`src/hw/rtl/akrt_pkg.sv`:
```
// shared types and constants of the analog key rapid trigger block
package akrt_pkg;

  localparam int DEF_SAMPLES_PER_WINDOW = 16;
  localparam int DEF_AVERAGE_SHIFT      = 4;
  localparam int DEF_PRESS_RELOAD       = 1;

  localparam int VAL_W  = 12;
  localparam int CNT_W  = 8;
  localparam int CFG_IW = 3;
  localparam int DVD_W  = 21;
  localparam int DCNT_W = 5;

  localparam int K_LEFT   = 300;
  localparam int K_RIGHT  = 270;
  localparam int RECIP10  = 52429;
  localparam int RECIP_SH = 19;

  localparam logic [CFG_IW-1:0] REG_LEFT_MIN   = 3'd0;
  localparam logic [CFG_IW-1:0] REG_LEFT_MAX   = 3'd1;
  localparam logic [CFG_IW-1:0] REG_LEFT_HYST  = 3'd2;
  localparam logic [CFG_IW-1:0] REG_LEFT_THR   = 3'd3;
  localparam logic [CFG_IW-1:0] REG_RIGHT_MIN  = 3'd4;
  localparam logic [CFG_IW-1:0] REG_RIGHT_MAX  = 3'd5;
  localparam logic [CFG_IW-1:0] REG_RIGHT_HYST = 3'd6;
  localparam logic [CFG_IW-1:0] REG_RIGHT_THR  = 3'd7;

  localparam logic SEL_LEFT  = 1'b0;
  localparam logic SEL_RIGHT = 1'b1;

  typedef struct packed {
    logic acc;
    logic gap;
    logic div_start;
    logic div_sel;
    logic off_ld;
    logic clamp;
    logic mul;
    logic sum;
    logic trig;
    logic load;
  } cmd_t;

  typedef struct packed {
    logic last;
    logic div_done;
    logic out_busy;
  } sts_t;

endpackage

```
`src/hw/rtl/analog_key_rapid_trigger.sv`:
```
// top level of the analog key rapid trigger block
//
//  channel  direction  handshake            payload
//  in       input      in_valid/in_stall    in_sample_left, in_sample_right
//  out      output     out_valid/out_stall  averages, levels, counts
//  cfg      input      cfg_we               cfg_index, cfg_data
//
// a mid-window item is added to the window sums; the last item of a window
// starts the window computation, which runs the shared serial divider for
// both crosstalk offsets one after the other
// reset is synchronous, active low, and needs no clearing pass
// a result waits in the output register; the block stalls its input only
// while computing a window and while a new result cannot be loaded
module analog_key_rapid_trigger #(
  parameter int SAMPLES_PER_WINDOW = akrt_pkg::DEF_SAMPLES_PER_WINDOW,
  parameter int AVERAGE_SHIFT      = akrt_pkg::DEF_AVERAGE_SHIFT,
  parameter int PRESS_RELOAD       = akrt_pkg::DEF_PRESS_RELOAD
) (
  input  logic                          clk,
  input  logic                          rst_n,
  input  logic                          cfg_we,
  input  logic [akrt_pkg::CFG_IW-1:0]   cfg_index,
  input  logic [akrt_pkg::VAL_W-1:0]    cfg_data,
  input  logic                          in_valid,
  output logic                          in_stall,
  input  logic [akrt_pkg::VAL_W-1:0]    in_sample_left,
  input  logic [akrt_pkg::VAL_W-1:0]    in_sample_right,
  output logic                          out_valid,
  input  logic                          out_stall,
  output logic [akrt_pkg::VAL_W-1:0]    out_left_average,
  output logic [akrt_pkg::VAL_W-1:0]    out_right_average,
  output logic [akrt_pkg::VAL_W-1:0]    out_left_level,
  output logic [akrt_pkg::VAL_W-1:0]    out_right_level,
  output logic [akrt_pkg::CNT_W-1:0]    out_left_count,
  output logic [akrt_pkg::CNT_W-1:0]    out_right_count
);

  akrt_pkg::cmd_t cmd;
  akrt_pkg::sts_t sts;

  akrt_ctrl u_ctrl (
    .clk      (clk),
    .rst_n    (rst_n),
    .in_valid (in_valid),
    .in_stall (in_stall),
    .sts      (sts),
    .cmd      (cmd)
  );

  akrt_dp #(
    .SAMPLES_PER_WINDOW (SAMPLES_PER_WINDOW),
    .AVERAGE_SHIFT      (AVERAGE_SHIFT),
    .PRESS_RELOAD       (PRESS_RELOAD)
  ) u_dp (
    .clk               (clk),
    .rst_n             (rst_n),
    .cmd               (cmd),
    .sts               (sts),
    .cfg_we            (cfg_we),
    .cfg_index         (cfg_index),
    .cfg_data          (cfg_data),
    .in_sample_left    (in_sample_left),
    .in_sample_right   (in_sample_right),
    .out_stall         (out_stall),
    .out_valid         (out_valid),
    .out_left_average  (out_left_average),
    .out_right_average (out_right_average),
    .out_left_level    (out_left_level),
    .out_right_level   (out_right_level),
    .out_left_count    (out_left_count),
    .out_right_count   (out_right_count)
  );

endmodule

```
`src/hw/rtl/akrt_div.sv`:
```
// restoring divider, one quotient bit per cycle
module akrt_div (
  input  logic                          clk,
  input  logic                          rst_n,
  input  logic                          start,
  input  logic [akrt_pkg::DVD_W-1:0]    dividend,
  input  logic [akrt_pkg::VAL_W-1:0]    divisor,
  output logic [akrt_pkg::DVD_W-1:0]    quotient,
  output logic                          done
);

  localparam int DW = akrt_pkg::DVD_W;
  localparam int VW = akrt_pkg::VAL_W;

  logic [DW-1:0]                 quo_r, quo_nxt;
  logic [VW-1:0]                 rem_r, rem_nxt;
  logic [VW-1:0]                 dsr_r;
  logic [akrt_pkg::DCNT_W-1:0]   cnt_r, cnt_nxt;
  logic                          busy_r, busy_nxt;
  logic                          done_r, done_nxt;
  logic [VW:0]                   rem_sh;
  logic [VW:0]                   rem_sub;

  always_comb begin
    rem_sh  = {rem_r, quo_r[DW-1]};
    rem_sub = rem_sh - {1'b0, dsr_r};
    quo_nxt = quo_r;
    rem_nxt = rem_r;
    cnt_nxt = cnt_r;
    busy_nxt = busy_r;
    done_nxt = 1'b0;
    if (start) begin
      quo_nxt  = dividend;
      rem_nxt  = '0;
      cnt_nxt  = akrt_pkg::DCNT_W'(DW);
      busy_nxt = 1'b1;
    end else if (busy_r) begin
      if (rem_sh >= {1'b0, dsr_r}) begin
        rem_nxt = rem_sub[VW-1:0];
        quo_nxt = {quo_r[DW-2:0], 1'b1};
      end else begin
        rem_nxt = rem_sh[VW-1:0];
        quo_nxt = {quo_r[DW-2:0], 1'b0};
      end
      cnt_nxt = cnt_r - 1'b1;
      if (cnt_r == akrt_pkg::DCNT_W'(1)) begin
        busy_nxt = 1'b0;
        done_nxt = 1'b1;
      end
    end
  end

  always_ff @(posedge clk) begin
    if (!rst_n) begin
      busy_r <= 1'b0;
      done_r <= 1'b0;
      cnt_r  <= '0;
    end else begin
      busy_r <= busy_nxt;
      done_r <= done_nxt;
      cnt_r  <= cnt_nxt;
    end
    quo_r <= quo_nxt;
    rem_r <= rem_nxt;
    if (start) begin
      dsr_r <= divisor;
    end
  end

  assign quotient = quo_r;
  assign done     = done_r;

endmodule

```
`src/hw/rtl/akrt_dp.sv`:
```
// datapath: window sums, crosstalk, clamp, smoothing, trigger and output registers
module akrt_dp #(
  parameter int SAMPLES_PER_WINDOW = akrt_pkg::DEF_SAMPLES_PER_WINDOW,
  parameter int AVERAGE_SHIFT      = akrt_pkg::DEF_AVERAGE_SHIFT,
  parameter int PRESS_RELOAD       = akrt_pkg::DEF_PRESS_RELOAD
) (
  input  logic                              clk,
  input  logic                              rst_n,
  input  akrt_pkg::cmd_t                    cmd,
  output akrt_pkg::sts_t                    sts,
  input  logic                              cfg_we,
  input  logic [akrt_pkg::CFG_IW-1:0]       cfg_index,
  input  logic [akrt_pkg::VAL_W-1:0]        cfg_data,
  input  logic [akrt_pkg::VAL_W-1:0]        in_sample_left,
  input  logic [akrt_pkg::VAL_W-1:0]        in_sample_right,
  input  logic                              out_stall,
  output logic                              out_valid,
  output logic [akrt_pkg::VAL_W-1:0]        out_left_average,
  output logic [akrt_pkg::VAL_W-1:0]        out_right_average,
  output logic [akrt_pkg::VAL_W-1:0]        out_left_level,
  output logic [akrt_pkg::VAL_W-1:0]        out_right_level,
  output logic [akrt_pkg::CNT_W-1:0]        out_left_count,
  output logic [akrt_pkg::CNT_W-1:0]        out_right_count
);

  localparam int VW    = akrt_pkg::VAL_W;
  localparam int CW    = akrt_pkg::CNT_W;
  localparam int DW    = akrt_pkg::DVD_W;
  localparam int IDX_W = (SAMPLES_PER_WINDOW > 1) ? $clog2(SAMPLES_PER_WINDOW) : 1;
  localparam int SUM_W = VW + ((SAMPLES_PER_WINDOW > 1) ? $clog2(SAMPLES_PER_WINDOW) : 0);
  localparam int SV_W  = ((SUM_W > DW) ? SUM_W : DW) + 2;

  logic [VW-1:0] l_min_r, l_max_r, l_hyst_r, l_thr_r;
  logic [VW-1:0] r_min_r, r_max_r, r_hyst_r, r_thr_r;

  logic [SUM_W-1:0] sum_l_r, sum_r_r, sum_l_nxt, sum_r_nxt;
  logic [IDX_W-1:0] idx_r;
  logic [SUM_W-1:0] avg_l_r, avg_r_r;
  logic [DW-1:0]    prod_l_r, prod_r_r;
  logic             rpos_l_r, rpos_r_r;
  logic [DW-1:0]    off_l_r, off_r_r;
  logic [VW-1:0]    a_l_r, a_r_r;
  logic [VW-1:0]    qo_l_r, qo_r_r, qn_l_r, qn_r_r;
  logic             primed_r;
  logic [VW-1:0]    sm_l_r, sm_r_r;
  logic [CW-1:0]    pr_l_r, pr_r_r;
  logic [VW-1:0]    pk_l_r, vl_l_r, pk_r_r, vl_r_r;
  logic             ov_r;

  logic [VW-1:0]    gap_l, gap_r;
  logic [DW-1:0]    div_q;
  logic             div_done;
  logic [DW-1:0]    div_dvd;
  logic [VW-1:0]    div_dsr;
  logic             last;

  assign last = (idx_r == IDX_W'(SAMPLES_PER_WINDOW - 1));
  assign sum_l_nxt = sum_l_r + SUM_W'(in_sample_left);
  assign sum_r_nxt = sum_r_r + SUM_W'(in_sample_right);

  always_ff @(posedge clk) begin
    if (!rst_n) begin
      l_min_r <= '0; l_max_r <= 12'd4095; l_hyst_r <= 12'd100; l_thr_r <= 12'd2048;
      r_min_r <= '0; r_max_r <= 12'd4095; r_hyst_r <= 12'd100; r_thr_r <= 12'd2048;
    end else if (cfg_we) begin
      unique case (cfg_index)
        akrt_pkg::REG_LEFT_MIN:   l_min_r  <= cfg_data;
        akrt_pkg::REG_LEFT_MAX:   l_max_r  <= cfg_data;
        akrt_pkg::REG_LEFT_HYST:  l_hyst_r <= cfg_data;
        akrt_pkg::REG_LEFT_THR:   l_thr_r  <= cfg_data;
        akrt_pkg::REG_RIGHT_MIN:  r_min_r  <= cfg_data;
        akrt_pkg::REG_RIGHT_MAX:  r_max_r  <= cfg_data;
        akrt_pkg::REG_RIGHT_HYST: r_hyst_r <= cfg_data;
        akrt_pkg::REG_RIGHT_THR:  r_thr_r  <= cfg_data;
        default: ;
      endcase
    end
  end

  function automatic logic [VW-1:0] gap_of(input logic [VW-1:0] kmax,
                                           input logic [SUM_W-1:0] avg);
    logic [SUM_W:0] d;
    begin
      d = {1'b0, SUM_W'(kmax)} - {1'b0, avg};
      if (SUM_W'(kmax) > avg) gap_of = VW'(d);
      else gap_of = '0;
    end
  endfunction

  assign gap_l = gap_of(l_max_r, avg_l_r);
  assign gap_r = gap_of(r_max_r, avg_r_r);

  assign div_dvd = (cmd.div_sel == akrt_pkg::SEL_LEFT) ? prod_l_r : prod_r_r;
  assign div_dsr = (cmd.div_sel == akrt_pkg::SEL_LEFT) ? (r_max_r - r_min_r)
                                                       : (l_max_r - l_min_r);

  akrt_div u_div (
    .clk      (clk),
    .rst_n    (rst_n),
    .start    (cmd.div_start),
    .dividend (div_dvd),
    .divisor  (div_dsr),
    .quotient (div_q),
    .done     (div_done)
  );

  function automatic logic [VW-1:0] clamp_of(input logic [SUM_W-1:0] avg,
                                             input logic [DW-1:0] off,
                                             input logic [VW-1:0] lo,
                                             input logic [VW-1:0] hi);
    logic signed [SV_W-1:0] v;
    begin
      v = $signed(SV_W'(avg)) - $signed(SV_W'(off));
      if (v < $signed(SV_W'(lo))) clamp_of = lo;
      else if (v > $signed(SV_W'(hi))) clamp_of = hi;
      else clamp_of = v[VW-1:0];
    end
  endfunction

  function automatic logic [VW-1:0] div10(input logic [15:0] x);
    logic [31:0] p;
    begin
      p = x * 16'(akrt_pkg::RECIP10);
      div10 = VW'(p >> akrt_pkg::RECIP_SH);
    end
  endfunction

  always_ff @(posedge clk) begin
    if (!rst_n) begin
      sum_l_r <= '0; sum_r_r <= '0; idx_r <= '0;
      primed_r <= 1'b0;
      sm_l_r <= '0; sm_r_r <= '0;
      pr_l_r <= '0; pr_r_r <= '0;
      pk_l_r <= '0; vl_l_r <= '0; pk_r_r <= '0; vl_r_r <= '0;
      ov_r <= 1'b0;
    end else begin
      if (cmd.acc) begin
        if (last) begin
          sum_l_r <= '0; sum_r_r <= '0; idx_r <= '0;
        end else begin
          sum_l_r <= sum_l_nxt; sum_r_r <= sum_r_nxt; idx_r <= idx_r + 1'b1;
        end
      end
      if (cmd.sum) begin
        primed_r <= 1'b1;
        if (primed_r) begin
          sm_l_r <= qo_l_r + qn_l_r;
          sm_r_r <= qo_r_r + qn_r_r;
        end else begin
          sm_l_r <= a_l_r;
          sm_r_r <= a_r_r;
        end
      end
      if (cmd.trig) begin
        if (pr_l_r == '0) begin
          if (sm_l_r > pk_l_r) begin
            pk_l_r <= sm_l_r;
          end else if ($signed({2'b0, sm_l_r}) < $signed({2'b0, pk_l_r}) -
                       $signed({2'b0, l_hyst_r}) && sm_l_r < l_thr_r) begin
            pr_l_r <= CW'(PRESS_RELOAD);
            vl_l_r <= sm_l_r;
          end
        end else begin
          if (sm_l_r < vl_l_r) begin
            vl_l_r <= sm_l_r;
          end else if ({1'b0, sm_l_r} > {1'b0, vl_l_r} + {1'b0, l_hyst_r}) begin
            pr_l_r <= pr_l_r - 1'b1;
            pk_l_r <= sm_l_r;
          end
        end
        if (pr_r_r == '0) begin
          if (sm_r_r > pk_r_r) begin
            pk_r_r <= sm_r_r;
          end else if ($signed({2'b0, sm_r_r}) < $signed({2'b0, pk_r_r}) -
                       $signed({2'b0, r_hyst_r}) && sm_r_r < r_thr_r) begin
            pr_r_r <= CW'(PRESS_RELOAD);
            vl_r_r <= sm_r_r;
          end
        end else begin
          if (sm_r_r < vl_r_r) begin
            vl_r_r <= sm_r_r;
          end else if ({1'b0, sm_r_r} > {1'b0, vl_r_r} + {1'b0, r_hyst_r}) begin
            pr_r_r <= pr_r_r - 1'b1;
            pk_r_r <= sm_r_r;
          end
        end
      end
      if (cmd.load) begin
        ov_r <= 1'b1;
      end else if (!out_stall) begin
        ov_r <= 1'b0;
      end
    end
  end

  always_ff @(posedge clk) begin
    if (cmd.acc && last) begin
      avg_l_r <= sum_l_nxt >> AVERAGE_SHIFT;
      avg_r_r <= sum_r_nxt >> AVERAGE_SHIFT;
    end
    if (cmd.gap) begin
      prod_l_r <= DW'(akrt_pkg::K_LEFT * gap_r);
      prod_r_r <= DW'(akrt_pkg::K_RIGHT * gap_l);
      rpos_l_r <= r_max_r > r_min_r;
      rpos_r_r <= l_max_r > l_min_r;
    end
    if (cmd.off_ld) begin
      if (cmd.div_sel == akrt_pkg::SEL_LEFT) off_l_r <= rpos_l_r ? div_q : '0;
      else off_r_r <= rpos_r_r ? div_q : '0;
    end
    if (cmd.clamp) begin
      a_l_r <= clamp_of(avg_l_r, off_l_r, l_min_r, l_max_r);
      a_r_r <= clamp_of(avg_r_r, off_r_r, r_min_r, r_max_r);
    end
    if (cmd.mul) begin
      qo_l_r <= div10(16'(sm_l_r));
      qo_r_r <= div10(16'(sm_r_r));
      qn_l_r <= div10({1'b0, a_l_r, 3'b0} + 16'(a_l_r));
      qn_r_r <= div10({1'b0, a_r_r, 3'b0} + 16'(a_r_r));
    end
    if (cmd.load) begin
      out_left_average  <= a_l_r;
      out_right_average <= a_r_r;
      out_left_level    <= sm_l_r;
      out_right_level   <= sm_r_r;
      out_left_count    <= pr_l_r;
      out_right_count   <= pr_r_r;
    end
  end

  assign out_valid    = ov_r;
  assign sts.last     = last;
  assign sts.div_done = div_done;
  assign sts.out_busy = ov_r && out_stall;

endmodule

```
`src/hw/rtl/akrt_ctrl.sv`:
```
// controller state machine sequencing one window result
module akrt_ctrl (
  input  logic             clk,
  input  logic             rst_n,
  input  logic             in_valid,
  output logic             in_stall,
  input  akrt_pkg::sts_t   sts,
  output akrt_pkg::cmd_t   cmd
);

  localparam logic [3:0] S_IDLE  = 4'd0;
  localparam logic [3:0] S_GAP   = 4'd1;
  localparam logic [3:0] S_DL    = 4'd2;
  localparam logic [3:0] S_DLW   = 4'd3;
  localparam logic [3:0] S_DR    = 4'd4;
  localparam logic [3:0] S_DRW   = 4'd5;
  localparam logic [3:0] S_CLAMP = 4'd6;
  localparam logic [3:0] S_MUL   = 4'd7;
  localparam logic [3:0] S_SUM   = 4'd8;
  localparam logic [3:0] S_TRIG  = 4'd9;
  localparam logic [3:0] S_OUT   = 4'd10;

  logic [3:0] state_r, state_nxt;

  always_comb begin
    cmd = '0;
    state_nxt = state_r;
    unique case (state_r)
      S_IDLE: begin
        cmd.acc = in_valid;
        if (in_valid && sts.last) state_nxt = S_GAP;
      end
      S_GAP: begin
        cmd.gap = 1'b1;
        state_nxt = S_DL;
      end
      S_DL: begin
        cmd.div_start = 1'b1;
        cmd.div_sel = akrt_pkg::SEL_LEFT;
        state_nxt = S_DLW;
      end
      S_DLW: begin
        cmd.div_sel = akrt_pkg::SEL_LEFT;
        if (sts.div_done) begin
          cmd.off_ld = 1'b1;
          state_nxt = S_DR;
        end
      end
      S_DR: begin
        cmd.div_start = 1'b1;
        cmd.div_sel = akrt_pkg::SEL_RIGHT;
        state_nxt = S_DRW;
      end
      S_DRW: begin
        cmd.div_sel = akrt_pkg::SEL_RIGHT;
        if (sts.div_done) begin
          cmd.off_ld = 1'b1;
          state_nxt = S_CLAMP;
        end
      end
      S_CLAMP: begin
        cmd.clamp = 1'b1;
        state_nxt = S_MUL;
      end
      S_MUL: begin
        cmd.mul = 1'b1;
        state_nxt = S_SUM;
      end
      S_SUM: begin
        cmd.sum = 1'b1;
        state_nxt = S_TRIG;
      end
      S_TRIG: begin
        cmd.trig = 1'b1;
        state_nxt = S_OUT;
      end
      S_OUT: begin
        if (!sts.out_busy) begin
          cmd.load = 1'b1;
          state_nxt = S_IDLE;
        end
      end
      default: state_nxt = S_IDLE;
    endcase
  end

  always_ff @(posedge clk) begin
    if (!rst_n) begin
      state_r <= S_IDLE;
    end else begin
      state_r <= state_nxt;
    end
  end

  assign in_stall = (state_r != S_IDLE);

endmodule
```
`config.mk`:
```
export PLATFORM = sky130hd
export DESIGN_NAME = analog_key_rapid_trigger
export DESIGN_NICKNAME = d
export VERILOG_FILES = /design/src/hw/rtl/akrt_pkg.sv /design/src/hw/rtl/analog_key_rapid_trigger.sv /design/src/hw/rtl/akrt_div.sv /design/src/hw/rtl/akrt_dp.sv /design/src/hw/rtl/akrt_ctrl.sv
export SDC_FILE = /design/constraint.sdc
export NUM_CORES = 2
export LEC_CHECK = 0
export BUFFER_PORTS_ARGS = -buffer_cell sky130_fd_sc_hd__buf_2
export CORE_ASPECT_RATIO = 1.1
export CORE_UTILIZATION = 65
export DETAILED_ROUTE_END_ITERATION = 6
export MAX_ROUTING_LAYER = met4
export PLACE_DENSITY_LB_ADDON = 0.2
export SLEW_MARGIN = 20
export SYNTH_ARGS = -nofsm -noshare
export SYNTH_HDL_FRONTEND = slang
export SYNTH_SLANG_ARGS = --single-unit
```
`constraint.sdc`:
```
create_clock -name clk -period 11.1 [get_ports clk]
set_input_delay 2.775 -clock clk [delete_from_list [all_inputs] [get_ports clk]]
set_output_delay 2.775 -clock clk [all_outputs]
set_load 0.05 [all_outputs]
```
Word-level counts from Yosys, hierarchy flattened --
Index checks and enable logic that the tools add are counted.
Word-level totals: output and inout port bits 66, bits of input ports 44, bits in registers 515
Operators by class: add/subtract/negate cells 21, reductions and logical operators 37, $mul 6, equal/unequal tests 32, multiplexer cells 68, order comparisons 19, bitwise logic cells 3
Operators with widths (count):
- 12-bit two-way mux | 26
- 8-bit two-way mux | 10
- 12-bit greater-than comparator | 6
- 21-bit two-way mux | 3
- 16-bit by 16-bit multiplier with 31-bit output, second input constant | 2
- 12-bit subtractor | 5
- 12-bit by 16-bit multiplier with 28-bit output, second input constant | 2
- 12-bit less-than comparator | 4
- 23-bit by 13-bit greater-than comparator with 1-bit output | 2
- 23-bit by 13-bit less-than comparator with 1-bit output | 2
- 4-bit case mux with 11 select lines | 1
- 12-bit by 21-bit subtractor with 22-bit output | 2
- 15-bit by 12-bit adder with 16-bit output | 2
- 16-bit by 12-bit adder with 16-bit output | 2
- 16-bit two-way mux | 2
- 13-bit by 14-bit less-than comparator with 1-bit output | 2
- 12-bit by 12-bit adder with 13-bit output | 2
- 12-bit by 13-bit greater-than comparator with 1-bit output | 2
- 12-bit by 12-bit subtractor with 13-bit output | 2
- 9-bit by 12-bit adder with 12-bit output | 2
- 8-bit by 12-bit multiplier with 20-bit output, first input constant | 1
- 4-bit two-way mux | 5
- 2-bit AND reduction | 10
- 4-bit AND reduction | 5
- other kinds (27) | 84

Depth between registers and ports, before layout --
depth in word-level cells 6, gate-level depth with buffers 34, depth with buffers taken out 34

Cells and area by module --
Synthesis repeated with hierarchy kept, for this count alone.
Second synthesis, totals: cells, all modules 5024, area total of the unflattened synthesis 47981.0 um^2
By module, submodules not included:
- akrt_dp | cells an instance 4742, area each 44920.6 um^2, times used 1, sequential area each 11561.1 um^2
- akrt_div | cells an instance 234, area each 2671.3 um^2, times used 1, sequential area each 1371.3 um^2
- akrt_ctrl | cells an instance 48, area each 389.1 um^2, times used 1, sequential area each 80.1 um^2

Least setup slack after synthesis --
Ideal clock, no wire load.
path type register to register, start point register u_dp.a_l_r[0], end point register u_dp.qn_l_r[10] (data pin), stages on the path, launching flop included 33, path buffers 0, setup time 0.266 ns, slack 3.195 ns, data arrival time 7.639 ns, data required time 10.834 ns, path through edfxtp_1 -> ha_1 -> inv_1 -> fa_1 -> nor2b_1 -> o21ai_0 -> a21boi_0 -> o21ai_0 -> nand2b_1 -> a21o_1 -> a41oi_1 -> nor2_1 -> ha_1 -> ha_1 -> inv_1 -> fa_1 -> inv_1 -> fa_1 -> fa_1 -> inv_1 -> fa_1 -> inv_1 -> ha_1 -> a21oi_1 -> o21ai_0 -> a221o_1 -> a221oi_1 -> o21ai_0 -> o211a_1 -> o21a_1 -> o21ai_0 -> a21boi_0 -> xor2_1
On the way: cells in the longest elaborated chain, start to end 2
Ends and longest elaborated chain:
- from (decl) | line akrt_dp.sv:42 | logic [VW-1:0] a_l_r, a_r_r;
- from (signal assigned) | line akrt_dp.sv:212 | a_l_r <= clamp_of(avg_l_r, off_l_r, l_min_r, l_max_r);
- 15-bit by 12-bit adder with 16-bit output | line akrt_dp.sv:218 | qn_l_r <= div10({1'b0, a_l_r, 3'b0} + 16'(a_l_r));
- 16-bit by 16-bit multiplier with 31-bit output | line akrt_dp.sv:123 | p = x * 16'(akrt_pkg::RECIP10);
- to (signal assigned) | line akrt_dp.sv:218
- to (decl) | line akrt_dp.sv:43 | logic [VW-1:0] qo_l_r, qo_r_r, qn_l_r, qn_r_r;
Every way passes these cells. A chain may end at the register's enable or synchronous reset.

Worst setup path after layout --
Ends and elaborated chain as after synthesis.

==> insert_results.sql <==
INSERT INTO impl_metrics (metric_group, metric, value, unit) VALUES
('logic_synthesis', 'synthesis.instances', '5048', ''),
('clock_tree', 'cts.sink_count', '515', ''),
('finish', 'combined_area_of_the_multi_input_logic_cells', '30880', 'sq um'),
('setup_path', 'cp_data_arrival_time', '9.35', 'ns'),
('sta', 'final_hold_viol_count', '0', ''),
('setup_path', 'start_kind', 'register', ''),
('finish', 'fin_nets', '6326', ''),
('route', 'drt-initial-drc-count', '2396', ''),
('sta', 'final.setup_skew', '0.02668', 'ns'),
('min_path', 'holdPathStages', '2', ''),
('sta', 'fin_worst_setup_slack', '2.110', 'ns'),
('clock_tree', 'post-cts-setup-buffer-count', '0', ''),
('logic_synthesis', 'synth_top_cells_by_area', 'ha_1 22%, edfxtp_1 17%, fa_1 12%', ''),
('place', 'gp_congestion', '1.003', ''),
('finish', 'register_area', '13010', 'sq um'),
('sta', 'period_minus_slack', '8.990', 'ns'),
('min_path', 'startpoint_of_the_tightest_hold_check_path', 'u_dp.r_thr_r[5]', ''),
('min_path', 'whs_endpoint', 'u_dp.r_thr_r[5]', ''),
('run_status', 'status', 'finished clean', ''),
('logic_synthesis', 'synth_warnings', '0', ''),
('logic_synthesis', 'yosys.area_share.adder', '0.3474', ''),
('logic_synthesis', 'synth.yosys.seq_area_share', '0.2738', ''),
('finish', 'area_growth_syn_to_layout', '7.523', '%'),
('setup_path', 'crit_slowest_cell', 'edfxtp_1', ''),
('finish', 'layout-drive-gt1-share', '0.05341', ''),
('place', 'place_ws', '2.190', 'ns'),
('global_route', 'first_pass_grt_wire_length', '190000', 'microns'),
('route', 'antenna_left', '0', ''),
('sta', 'maxSlewViolCount', '0', ''),
('global_route', 'track_usage', '0.3368', ''),
('clock_tree', 'clockRootBuffer', 'clkbuf_16', ''),
('sta', 'setup_tns', '0', 'ns'),
('logic_synthesis', 'synth_enable_flop_cells', '270', ''),
('logic_synthesis', 'dominant_combinational_cell_family_by_area_after_synthesis', 'adder cells', ''),
('sta', 'fin_crit_sh', '0.8099', ''),
('clock_tree', 'cts-resized-gates', '0', ''),
('logic_synthesis', 'post_synth_top_area_cell', 'ha_1', ''),
('setup_path', 'critical_path.max_stage_delay', '0.57', 'ns'),
('global_route', 'overflow', '0', ''),
('pwr', 'powerDensity', '102.7', 'nW/um^2'),
('clock_tree', 'cts_tree', 'done', ''),
('logic_synthesis', 'post-synth-top-area-fraction', '0.2243', ''),
('setup_path', 'ff2ff_setup_slack', '2.11', 'ns'),
('finish', 'filler_cell_count', '5562', ''),
('setup_path', 'timing_worst_setup_path_type', 'register to register', ''),
('clock_tree', 'clock_tree.buffer_depth', '3', ''),
('logic_synthesis', 'mux_share_of_post_synthesis_cell_area', '0.01877', ''),
('logic_synthesis', 'synthSimpleGateAreaFrac', '0.1131', ''),
('floorplan', 'top_level_i_o_count', '110', ''),
('route', 'drt-total-wl', '120100', 'microns'),
('floorplan', 'initial_utilization', '0.6596', ''),
('setup_path', 'worstPathRequired', '11.46', 'ns'),
('logic_synthesis', 'nets_in_the_synthesized_netlist', '6236', ''),
('global_route', 'grt_antenna_before_repair', '7', ''),
('route', 'count_of_vias_placed_by_the_detailed_router', '35990', ''),
('clock_tree', 'ctsHtreeMaxLevel', '2', ''),
('setup_path', 'regToRegEndpoint', 'u_dp.qn_l_r[10]', ''),
('sta', 'finalSetupViolCount', '0', ''),
('logic_synthesis', 'synth_seq_cells', '515', ''),
('clock_tree', 'cts_inserted_buffers', '56', ''),
('route', 'detail_route.first_pass.iterations', '5', ''),
('clock_tree', 'insertion_delay', '0.63', 'ns'),
('sta', 'max_slew_margin_vs_limit', '0.2663', ''),
('logic_synthesis', 'synthArstFlopShare', '0', ''),
('route', 'drc', '0', ''),
('place', 'io_buffer_count', '109', ''),
('setup_path', 'timing.reg2reg.worst_path_depth', '32', ''),
('floorplan', 'floorplan.core_area', '72040', 'sq um'),
('floorplan', 'chipHeight', '285.6', 'microns'),
('place', 'dp_hpwl', '95540', 'microns'),
('setup_path', 'cp-end-kind', 'register', '');
[stage by stage]
stage | instances | hold WS (ns) | util | power, uW | cell area, sq um
6_report | 6138 | 0.4552 | 0.7092 | 5249 | 51090
5_1_grt | 6138 | 0.4657 | 0.7092 | 5491 | 51090
4_1_cts | 6131 | 0.4548 | 0.7088 | 5266 | 51060
3_5_place_dp | 6025 | 0.4463 | 0.6819 | 3306 | 49120
3_3_place_gp | 6025 | 0.4424 | 0.6819 | 3279 | 49120
2_1_floorplan | 5048 | 0.4314 | - | 3038 | 47520
[layer usage]
| layer | vias up | global-route usage | wire [microns] |
|---|---|---|---|
| met1 | 17300 | 0.4142 | 50100 |
| met2 | 991 | 0.5712 | 59250 |
| met4 | 0 | 0.1222 | 4700 |
| met5 | - | - | 0 |
| li1 | 17440 | - | - |
| met3 | 257 | 0.03553 | 6082 |
[cells in the final DEF, fill, tap and decap left out, types with 37 or more instances in the layout]
master and instances:
ha_1 852, nand4_1 38, nor2b_1 65, nand2b_1 44, o21bai_1 37, a211oi_1 43, nand2_1 368, nor2_1 291
edfxtp_1 270, inv_1 865, dfxtp_1 245, buf_2 108, clkbuf_16 61, nand3_1 70, o211ai_1 54, fa_1 292
nor3_1 83, xor2_1 72, a21oi_1 315, o21a_1 47, a21o_1 83, xnor2_1 158, mux2i_1 88, and2_1 53
o21ai_0 190
[state kept, by name, indices dropped and copies added (netlist names), 16 cells and up]
register / cells
u_dp.sum_r_r: 16
u_dp.off_r_r: 21
u_dp.off_l_r: 21
u_dp.sum_l_r: 16
u_dp.prod_r_r: 20
u_dp.u_div.quotient: 21
u_dp.prod_l_r: 19
[worst max-delay path by stage]
| stage | end | cells past startpoint |
|---|---|---|
| 2_1_floorplan | u_dp.qn_l_r[10] | 32 |
| 3_3_place_gp | u_dp.qn_l_r[10] | 32 |
| 3_5_place_dp | u_dp.qn_l_r[10] | 32 |
| 4_1_cts | u_dp.qn_l_r[10] | 32 |
| 5_1_grt | u_dp.qn_l_r[10] | 32 |
| 6_report | u_dp.qn_l_r[10] | 32 |
[kinds of logic after synthesis]
logic type | count (synthesis)
AO/OA/AOI/OAI | 953
XOR/XNOR | 230
adder cells (fa/ha/maj) | 1144
buffers and inverters | 977
flip-flops | 515
multiplexers | 89
AND/OR/NAND/NOR | 1140
[layout make-up]
class,count,share of cell area
multi-input cells,3556,0.6044
flip-flops and latches,515,0.2547
inverters,866,0.06372
clock buffers,74,0.03208
well taps,945,0.02314
repair buffers,143,0.01572
clock inverters,32,0.005853
diodes,7,0.0003429
[cells in the mapped netlist (83+ instances only)]
master	instances
inv_1	866
clkbuf_1	84
o21ai_0	190
xnor2_1	158
nor3_1	86
nor2_1	296
a21oi_1	316
nand2_1	368
a21o_1	83
ha_1	852
dfxtp_1	245
fa_1	292
mux2i_1	88
edfxtp_1	270
[power by group]
part	internal [uW]	total, uW	switching [uW]	leakage [uW]
clock	1140	1970	831	0.000959
combinational	435	1070	636	0.0192
sequential	2140	2210	72.2	0.00439
total	3710	5250	1540	0.0245
[worst max-delay path: cells and delay by family (launching register included)]
kind | cells | cell delay (ns)
flops | 1 | 0.57
fa+ha+maj | 9 | 3.73
simple gates | 3 | 0.72
xor+xnor | 1 | 0.16
compound gates | 14 | 3.25
buf+inv | 5 | 0.25
Power figures use the tool's default switching activity.
